--- config.mk ---
export PLATFORM = sky130hd
export DESIGN_NAME = nucleotide_kmer_trim_scanner
export DESIGN_NICKNAME = d
export VERILOG_FILES = /design/src/sv/nkts_pkg.sv /design/src/sv/nucleotide_kmer_trim_scanner.sv
export SDC_FILE = /design/constraint.sdc
export NUM_CORES = 1
export LEC_CHECK = 0
export ABC_AREA = 1
export BUFFER_PORTS_ARGS = -buffer_cell sky130_fd_sc_hd__clkbuf_2
export CORE_ASPECT_RATIO = 1.75
export CORE_MARGIN = 3
export CORE_UTILIZATION = 30
export CTS_CLUSTER_SIZE = 12
export DETAILED_ROUTE_END_ITERATION = 16
export PLACE_DENSITY = 0.48
export REMOVE_ABC_BUFFERS = 1
export SLEW_MARGIN = 25
export SYNTH_ARGS = -nofsm -noshare
export SYNTH_HDL_FRONTEND = slang
export SYNTH_SLANG_ARGS = --single-unit
--- constraint.sdc ---
create_clock -name clk -period 7.84 [get_ports clk]
set_input_delay 1.96 -clock clk [delete_from_list [all_inputs] [get_ports clk]]
set_output_delay 1.96 -clock clk [all_outputs]
set_load 0.05 [all_outputs]
--- src/sv/nkts_pkg.sv ---
// Package for the nucleotide k-mer trim scanner.
// Holds widths, character codes and limits; no dependencies.
package nkts_pkg;

    localparam int MAX_SEQ_LEN = 65536;
    localparam int POS_W       = 16;            // character offsets
    localparam int IDX_W       = 17;            // counts up to MAX_SEQ_LEN
    localparam int KMER_W      = 7;
    localparam int CNT_W       = 16;

    localparam logic [KMER_W-1:0] KMER_RESET = 7'd31;
    localparam logic [KMER_W-1:0] RUN_MAX    = 7'd127;
    localparam logic [CNT_W-1:0]  CNT_MAX    = 16'hFFFF;
    localparam logic [IDX_W-1:0]  IDX_LIMIT  = IDX_W'(MAX_SEQ_LEN);

    localparam logic [7:0] CHAR_A      = 8'h41;
    localparam logic [7:0] CHAR_C      = 8'h43;
    localparam logic [7:0] CHAR_G      = 8'h47;
    localparam logic [7:0] CHAR_T      = 8'h54;
    localparam logic [7:0] CHAR_U      = 8'h55;
    localparam logic [7:0] LOWER_A     = 8'h61;
    localparam logic [7:0] LOWER_Z     = 8'h7A;
    localparam logic [7:0] CASE_OFFSET = 8'h20;

endpackage

--- src/sv/nucleotide_kmer_trim_scanner.sv ---
// Top level of the nucleotide k-mer trim scanner.
// Depends on nkts_pkg.
//
// channel  | handshake                  | payload
// ---------+----------------------------+------------------------------------------
// char     | char_valid / char_stall    | char_in, last_char
// result   | result_valid / result_stall| char_out, summary_valid, trim_start,
//          |                            | kept_length, keep_sequence, u_count,
//          |                            | invalid_count, length_overflow
// cfg      | cfg_valid / cfg_ready      | cfg_data (kmer_length)
//
// One character per cycle while char_stall is low; each result is registered and appears in the cycle after its beat.
// The scan state and the result register are updated in the same cycle, so
// back-to-back beats need no bubbles. char_stall is raised only while a
// result is held and result_stall is high. Reset clears the scan state and
// loads k = 31; the state also clears after every last character.
module nucleotide_kmer_trim_scanner
    import nkts_pkg::*;
(
    input  logic                clk,
    input  logic                rst_n,
    input  logic                char_valid,
    output logic                char_stall,
    input  logic [7:0]          char_in,
    input  logic                last_char,
    output logic                result_valid,
    input  logic                result_stall,
    output logic [7:0]          char_out,
    output logic                summary_valid,
    output logic [POS_W-1:0]    trim_start,
    output logic [IDX_W-1:0]    kept_length,
    output logic                keep_sequence,
    output logic [CNT_W-1:0]    u_count,
    output logic [CNT_W-1:0]    invalid_count,
    output logic                length_overflow,
    input  logic                cfg_valid,
    output logic                cfg_ready,
    input  logic [KMER_W-1:0]   cfg_data
);

    logic [KMER_W-1:0] kmer_reg;
    logic [KMER_W-1:0] run_reg, run_next;
    logic              found_reg, found_next;
    logic [POS_W-1:0]  start_reg, start_next;
    logic [POS_W-1:0]  end_reg, end_next;
    logic [IDX_W-1:0]  index_reg, index_next;
    logic [CNT_W-1:0]  useen_reg, useen_next;
    logic [CNT_W-1:0]  inval_reg, inval_next;
    logic              ovf_reg, ovf_next;

    logic              rvalid_reg;
    logic [7:0]        cout_reg, cout_next;
    logic              sum_reg;
    logic [POS_W-1:0]  tstart_reg, tstart_next;
    logic [IDX_W-1:0]  kept_reg, kept_next;
    logic              keep_reg, keep_next;
    logic [CNT_W-1:0]  ucnt_reg, inv_reg;
    logic              lovf_reg;

    logic              accept;
    logic [7:0]        c_up;
    logic              is_u;
    logic              is_nt;
    logic [KMER_W-1:0] k_eff;
    logic [POS_W-1:0]  pos;

    assign cfg_ready  = 1'b1;
    assign char_stall = rvalid_reg & result_stall;
    assign accept     = char_valid & ~char_stall;

    always_comb
    begin
        c_up  = ((char_in >= LOWER_A) && (char_in <= LOWER_Z)) ? char_in - CASE_OFFSET
                                                                : char_in;
        is_u  = (c_up == CHAR_U);
        is_nt = (c_up == CHAR_A) || (c_up == CHAR_C) || (c_up == CHAR_G) ||
                (c_up == CHAR_T) || is_u;
        cout_next = is_u ? CHAR_T : c_up;
        k_eff = (kmer_reg == '0) ? KMER_W'(1) : kmer_reg;
        pos   = index_reg[POS_W-1:0];

        useen_next = useen_reg + CNT_W'(is_u && (useen_reg != CNT_MAX));
        inval_next = inval_reg + CNT_W'(!is_nt && (inval_reg != CNT_MAX));

        run_next   = run_reg;
        found_next = found_reg;
        start_next = start_reg;
        end_next   = end_reg;
        index_next = index_reg;
        ovf_next   = ovf_reg;

        if (index_reg != IDX_LIMIT)
        begin
            index_next = index_reg + IDX_W'(1);
            if (!is_nt)
            begin
                run_next = '0;
            end
            else
            begin
                run_next = (run_reg != RUN_MAX) ? run_reg + KMER_W'(1) : run_reg;
                if (run_next >= k_eff)
                begin
                    if (!found_reg)
                    begin
                        found_next = 1'b1;
                        // run covers pos-k+1..pos, so this never wraps
                        start_next = pos + POS_W'(1) - POS_W'(k_eff);
                    end
                    end_next = pos;
                end
            end
        end
        else
        begin
            ovf_next = 1'b1;
        end

        // no k-mer found: whole sequence is kept
        if (found_next)
        begin
            tstart_next = start_next;
            kept_next   = IDX_W'(end_next) + IDX_W'(1) - IDX_W'(start_next);
        end
        else
        begin
            tstart_next = '0;
            kept_next   = index_next;
        end
        keep_next = (kept_next >= IDX_W'(k_eff));
    end

    always_ff @(posedge clk or negedge rst_n)
    begin
        if (!rst_n)
        begin
            kmer_reg  <= KMER_RESET;
            run_reg   <= '0;
            found_reg <= 1'b0;
            start_reg <= '0;
            end_reg   <= '0;
            index_reg <= '0;
            useen_reg <= '0;
            inval_reg <= '0;
            ovf_reg   <= 1'b0;
            rvalid_reg <= 1'b0;
        end
        else
        begin
            if (cfg_valid && cfg_ready)
            begin
                kmer_reg <= cfg_data;
            end
            if (accept)
            begin
                if (last_char)
                begin
                    run_reg   <= '0;
                    found_reg <= 1'b0;
                    start_reg <= '0;
                    end_reg   <= '0;
                    index_reg <= '0;
                    useen_reg <= '0;
                    inval_reg <= '0;
                    ovf_reg   <= 1'b0;
                end
                else
                begin
                    run_reg   <= run_next;
                    found_reg <= found_next;
                    start_reg <= start_next;
                    end_reg   <= end_next;
                    index_reg <= index_next;
                    useen_reg <= useen_next;
                    inval_reg <= inval_next;
                    ovf_reg   <= ovf_next;
                end
                rvalid_reg <= 1'b1;
            end
            else if (!result_stall)
            begin
                rvalid_reg <= 1'b0;
            end
        end
    end

    // result payload, loaded only on an accepted beat
    always_ff @(posedge clk)
    begin
        if (accept)
        begin
            cout_reg   <= cout_next;
            sum_reg    <= last_char;
            tstart_reg <= last_char ? tstart_next : '0;
            kept_reg   <= last_char ? kept_next : '0;
            keep_reg   <= last_char & keep_next;
            ucnt_reg   <= last_char ? useen_next : '0;
            inv_reg    <= last_char ? inval_next : '0;
            lovf_reg   <= last_char & ovf_next;
        end
    end

    assign result_valid    = rvalid_reg;
    assign char_out        = cout_reg;
    assign summary_valid   = sum_reg;
    assign trim_start      = tstart_reg;
    assign kept_length     = kept_reg;
    assign keep_sequence   = keep_reg;
    assign u_count         = ucnt_reg;
    assign invalid_count   = inv_reg;
    assign length_overflow = lovf_reg;

endmodule

# After elaboration in Yosys (flattened, before gate mapping)
# Index checks and enable logic that the tools add are counted.
[totals]
regBits = 174
in_bits = 21
elab_cells = 86
[classes]
addsub = 9
n_lt_le_gt_ge = 4
eq_ne = 10
n_mux = 28
n_bitwise = 5
n_reduce_logical = 12
[op_table]
columns = ["op", "n"]
rows = [
  ["$mux 16", 11],
  ["$mux 17", 3],
  ["$eq 8x7->1 const B", 5],
  ["$mux 7", 5],
  ["$add 16x1->16", 2],
  ["$ne 16x16->1 const B", 2],
  ["$add 16x1->17 const B", 1],
  ["$add 17x1->17 const B", 1],
  ["$ge 17x7->1", 1],
  ["$ne 17x17->1 const B", 1],
  ["$sub 17x16->17", 1],
  ["$add 16x1->16 const B", 1],
  ["$sub 16x7->16", 1],
  ["$ge 8x7->1 const B", 1],
  ["$le 8x7->1 const B", 1],
  ["$mux 1", 8],
  ["$mux 8", 1],
  ["$sub 8x6->8 const B", 1],
  ["$add 7x1->7 const B", 1],
  ["$ge 7x7->1", 1],
  ["$logic_not 7->1", 1],
  ["$ne 7x7->1 const B", 1],
  ["$and 1x1->1", 4],
  ["$logic_or 1x1->1", 4],
  ["6 further kinds", 9],
]

# Longest topological paths before layout
[depth]
ltp_word = 15
mapped_depth = 44

# Least setup slack after synthesis
# OpenSTA, ideal clock, no wires.
[synth_timing]
kind = "in2reg"
startpoint = "input char_in[5]"
endpoint = "register keep_reg (netlist: keep_sequence) (data pin)"
setup_ns = 0.250
t_arrival_ns = 5.711
t_required_ns = 7.590
path_slack_ns = 1.879
path_stages = 33
path_cell_list = "inv_1 ha_1 nand4_1 nand2_1 nor2_2 nand4_2 nor2_2 buf_6 buf_8 nand2_1 o21ai_2 inv_2 ha_1 ha_1 nand2_1 nand2_1 nand2_1 nand3_1 xor2_1 or2_2 o21ai_0 inv_1 ha_1 nand2_1 inv_1 nand2_1 nor2_1 nor3_1 nand3_1 nor2_1 nand3_1 nand2_1 inv_1"
[synth_between]
elab_chain_len = 15
elab_cells_between_ends = 25
[synth_lines]
columns = ["item", "line", "source"]
rows = [
  ["start: declaration", "nucleotide_kmer_trim_scanner.sv:24", "input logic [7:0] char_in,"],
  ["$ge 8x7->1 / $le 8x7->1 (equally long branches)", "nucleotide_kmer_trim_scanner.sv:73", "c_up = ((char_in >= LOWER_A) && (char_in <= LOWER_Z)) ? char_in - CASE_OFFSET"],
  ["$logic_and 1x1->1", "nucleotide_kmer_trim_scanner.sv:73", ""],
  ["$mux 8 *", "nucleotide_kmer_trim_scanner.sv:73", ""],
  ["$eq 8x7->1", "nucleotide_kmer_trim_scanner.sv:76", "is_nt = (c_up == CHAR_A) || (c_up == CHAR_C) || (c_up == CHAR_G) ||"],
  ["$logic_or 1x1->1 (3 in a row)", "nucleotide_kmer_trim_scanner.sv:76", ""],
  ["$logic_or 1x1->1 *", "nucleotide_kmer_trim_scanner.sv:77", "(c_up == CHAR_T) || is_u;"],
  ["$mux 16", "nucleotide_kmer_trim_scanner.sv:95", "if (!is_nt)"],
  ["$mux 16", "nucleotide_kmer_trim_scanner.sv:92", "if (index_reg != IDX_LIMIT)"],
  ["$add 16x1->17", "nucleotide_kmer_trim_scanner.sv:123", "kept_next = IDX_W'(end_next) + IDX_W'(1) - IDX_W'(start_next);"],
  ["$sub 17x16->17", "nucleotide_kmer_trim_scanner.sv:123", ""],
  ["$mux 17 *", "nucleotide_kmer_trim_scanner.sv:120", "if (found_next)"],
  ["net kept_next[6]", "nucleotide_kmer_trim_scanner.sv:55", "logic [IDX_W-1:0] kept_reg, kept_next;"],
  ["$ge 17x7->1 *", "nucleotide_kmer_trim_scanner.sv:130", "keep_next = (kept_next >= IDX_W'(k_eff));"],
  ["$and 1x1->1 *", "nucleotide_kmer_trim_scanner.sv:196", "keep_reg <= last_char & keep_next;"],
  ["end signal: assignment", "nucleotide_kmer_trim_scanner.sv:196", ""],
  ["end: declaration", "nucleotide_kmer_trim_scanner.sv:56", "logic keep_reg, keep_next;"],
]
# The timed path passes the listed nets; every way through them passes the cells marked *.
# A chain may end at the register's enable or synchronous reset.

# Worst setup path after layout
[layout_timing]
startpoint = "register run_reg[0]"
endpoint = "register keep_reg (netlist: keep_sequence) (data pin)"
[layout_between]
elab_chain_len = 11
elab_cells_between_ends = 18
[layout_lines]
columns = ["item", "line", "source"]
rows = [
  ["start: declaration", "nucleotide_kmer_trim_scanner.sv:42", "logic [KMER_W-1:0] run_reg, run_next;"],
  ["start signal: assignment", "nucleotide_kmer_trim_scanner.sv:169", "run_reg <= run_next;"],
  ["$add 7x1->7 / $ne 7x7->1 (equally long branches)", "nucleotide_kmer_trim_scanner.sv:101", "run_next = (run_reg != RUN_MAX) ? run_reg + KMER_W'(1) : run_reg;"],
  ["$mux 7 *", "nucleotide_kmer_trim_scanner.sv:101", ""],
  ["$ge 7x7->1 *", "nucleotide_kmer_trim_scanner.sv:102", "if (run_next >= k_eff)"],
  ["$mux 16", "nucleotide_kmer_trim_scanner.sv:102", ""],
  ["$mux 16", "nucleotide_kmer_trim_scanner.sv:95", ""],
  ["$mux 16", "nucleotide_kmer_trim_scanner.sv:92", ""],
  ["$add 16x1->17", "nucleotide_kmer_trim_scanner.sv:123", ""],
  ["$sub 17x16->17", "nucleotide_kmer_trim_scanner.sv:123", ""],
  ["$mux 17 *", "nucleotide_kmer_trim_scanner.sv:120", ""],
  ["net kept_next[4]", "nucleotide_kmer_trim_scanner.sv:55", ""],
  ["$ge 17x7->1 *", "nucleotide_kmer_trim_scanner.sv:130", ""],
  ["$and 1x1->1 *", "nucleotide_kmer_trim_scanner.sv:196", ""],
]
# Marked as above.

==> results.json <==
{
  "hold_class": "reg -> reg",
  "instances_no_fill": 1772,
  "die_h_um": 252,
  "dpl_cell_area_um2": 11300,
  "cts_setup_buffers": 0,
  "gp_congestion": 0.863,
  "hpwl_um": 23400,
  "synth_common_cells": "nand2_1, inv_1, nor2_1, o21ai_0, dfrtp_1",
  "regArea_um2": 4740,
  "grt_antenna_before_repair": 0,
  "synth_most_common_cell": "nand2_1",
  "setup_viol": 0,
  "met3_usage_pct": 2.12,
  "timing.final.ws_setup_ns": 1.15,
  "cts_resized": 0,
  "cts-hold-fix-buffers": 0,
  "power.total_mw": 2.19,
  "cts-buffers-inserted": 17,
  "comb_power_share_pct": 15.7,
  "finalHoldViolations": 0,
  "arrival_ns": 6.90,
  "grt_use_total_pct": 16.7,
  "clkPwrFrac_pct": 38.5,
  "r2r_start": "run_reg[0]",
  "drv_slew": 0,
  "hold_slack_ns": 0.482,
  "worstHoldPathCells": 2,
  "cellLeakagePower_nw": 5.55,
  "synth_top_area_cell": "dfrtp_1",
  "cts.sink_count": 174,
  "reg2reg_to": "keep_sequence",
  "port_buffers": 98,
  "start_util_pct": 30.6,
  "ys_async_sr_fraction_pct": 56.3,
  "ys_seq_area_share_pct": 45.8,
  "viasPerCell": 4.73,
  "synth_edf_count": 76,
  "use_met1_pct": 16.7,
  "power_density_nw_per_um2": 184,
  "initialDrtViolationCount": 393,
  "die_area_um2": 36900,
  "internal_power_mw": 1.54,
  "pin_count": 100,
  "clk_latency_ns": 0.45,
  "cp_max_fo": 8,
  "n_fill_cell": 3567,
  "ys.flop_type": "dfrtp_1",
  "diodes": 0,
  "yosysWarnings": 0,
  "worstSetupPathType": "reg -> reg",
  "rsz0062_at_grt": "false",
  "switchingPower_mw": 0.649,
  "synth_top_area_share_pct": 22.5,
  "synth_seq_cells": 174,
  "min_from": "end_reg[12]",
  "grt_pass1_vias": 8714,
  "ir_drop_mv": 0.120,
  "clk_path_buf_depth": 2,
  "ys_top_cells_by_area": "dfrtp_1, edfxtp_1, ha_1, nand2_1, inv_1",
  "clock_skew_ns": 0.00963,
  "die_w_um": 146,
  "dr.pass1.iters": 6,
  "clk_pin_slew_ns": 0.07,
  "grt_max_degree": 68,
  "grt_pass1_wl_um": 47500,
  "drc": 0,
  "row_count": 89,
  "routedWlPerCell_um": 17.1,
  "nets": 1412,
  "ant_nets": 0,
  "tritoncts": "yes",
  "max_slew_margin_pct": 41.7,
  "cp_data_required_time_ns": 8.05,
  "path_common_cell": "nand2_1",
  "syn_to_final_growth_pct": 15.0,
  "slowest_stage": "nor2_2",
  "yosysUniqueCellTypes": 52,
  "vias": 8382,
  "multi_input_comb_area_um2": 4770,
  "reg2reg_depth": 39,
  "top_usage_layer": "met2",
  "grt_use_met2_pct": 33.0,
  "gr-total-overflow": 0,
  "worstSetupStartpoint": "run_reg[0]",
  "cap_violations": 0,
  "root_buffer": "clkbuf_16",
  "critPathLaunchType": "flop",
  "period_needed_ns": 6.69,
  "wl_um": 30300,
  "fin_area_um2": 11900,
  "synth_cells": 1212,
  "dp_slack_ns": 0.967,
  "dp.cells": 1740,
  "critPathMaxStageDelay_ns": 0.41,
  "avgSynthCellArea_um2": 8.55,
  "switching_share_pct": 29.6,
  "fmax_mhz": 150,
  "drive_gt1_share_pct": 13.0,
  "r2r_slack_ns": 1.15,
  "status": "finished clean",
  "cts_max_level": 4,
  "core_um2": 33900,
  "period_share_pct": 85.3,
  "syn_area_um2": 10400,
  "min_to": "end_reg[12]",
  "cp-end-kind": "flop",
  "worst_pin_slew_ns": 0.873,
  "p_seq_share_pct": 45.8
}
-- per-layer routing --
| layer | up-vias | share of wire, % |
|---|---|---|
| li1 | 4211 | - |
| met1 | 3976 | 37 |
| met2 | 142 | 56 |
| met3 | 53 | 2.3 |
| met4 | 0 | 4.3 |
| met5 | - | 0 |
-- worst max-delay path by stage --
stage               endpoint
4_1_cts        keep_sequence
3_5_place_dp   keep_sequence
2_1_floorplan   inval_reg[2]
5_1_grt        keep_sequence
3_3_place_gp   keep_sequence
6_report       keep_sequence
-- power groups by stage --
stage / clock (mW) / combinational, mW / sequential [mW]
5_1_grt: 0.907 / 0.380 / 1.01
3_3_place_gp: 0 / 0.350 / 1.02
3_5_place_dp: 0 / 0.350 / 1.02
2_1_floorplan: 0 / 0.161 / 1.09
4_1_cts: 0.872 / 0.352 / 1.01
6_report: 0.844 / 0.345 / 1.00
-- cell usage in the layout, fill, tap and decap left out, drive strengths merged, types with 2 or more instances in the layout --
master,n
a21oi,36
nand3,54
o22ai,48
clkbuf,114
inv,179
a31oi,6
bufinv,2
nand4,14
nor4,10
nand3b,2
nor2,122
o21a,3
or2,3
xnor2,4
fa,2
edfxtp,76
o21bai,5
dfstp,5
buf,13
a21o,2
a32o,2
dfrtp,93
clkinv,8
ha,85
o21ai,106
a211oi,3
nor3,12
xor2,48
nand2,246
clkinvlp,5
-- area by class of cell --
class	count	share of cell area [%]
clock buffer	17	3.57
clock inverter	15	1.22
inverter	179	5.64
multi-input combinational	822	40.1
sequential	174	39.8
tap	455	4.78
timing repair buffer	110	4.93
-- metrics by stage --
step | TNS (ns) | util (%)
floorplan | -223.27 | -
global placement | 0 | 33.5
detailed placement | 0 | 33.5
CTS | 0 | 35.2
global route | 0 | 35.2
finish | 0 | 35.2
-- cell families after synthesis --
kind of cell             synth area share (%)
other                                  0.0362
XOR/XNOR                                 4.40
adder cells (fa/ha/maj)                  10.7
AND/OR/NAND/NOR                          18.7
buffers and inverters                    8.21
flip-flops                               45.8
AO/OA/AOI/OAI                            12.1
multiplexers                           0.0966
-- worst max-delay path: cells and delay by family, from the launching register on --
| kind | cells | cell delay [ns] |
|---|---|---|
| AO/OA/AOI/OAI | 5 | 0.94 |
| XOR/XNOR | 2 | 0.37 |
| adder cells (fa/ha/maj) | 5 | 1.36 |
| buffers and inverters | 7 | 0.64 |
| flip-flops | 1 | 0.40 |
| AND/OR/NAND/NOR | 20 | 2.73 |
Power figures use the tool's default switching activity.
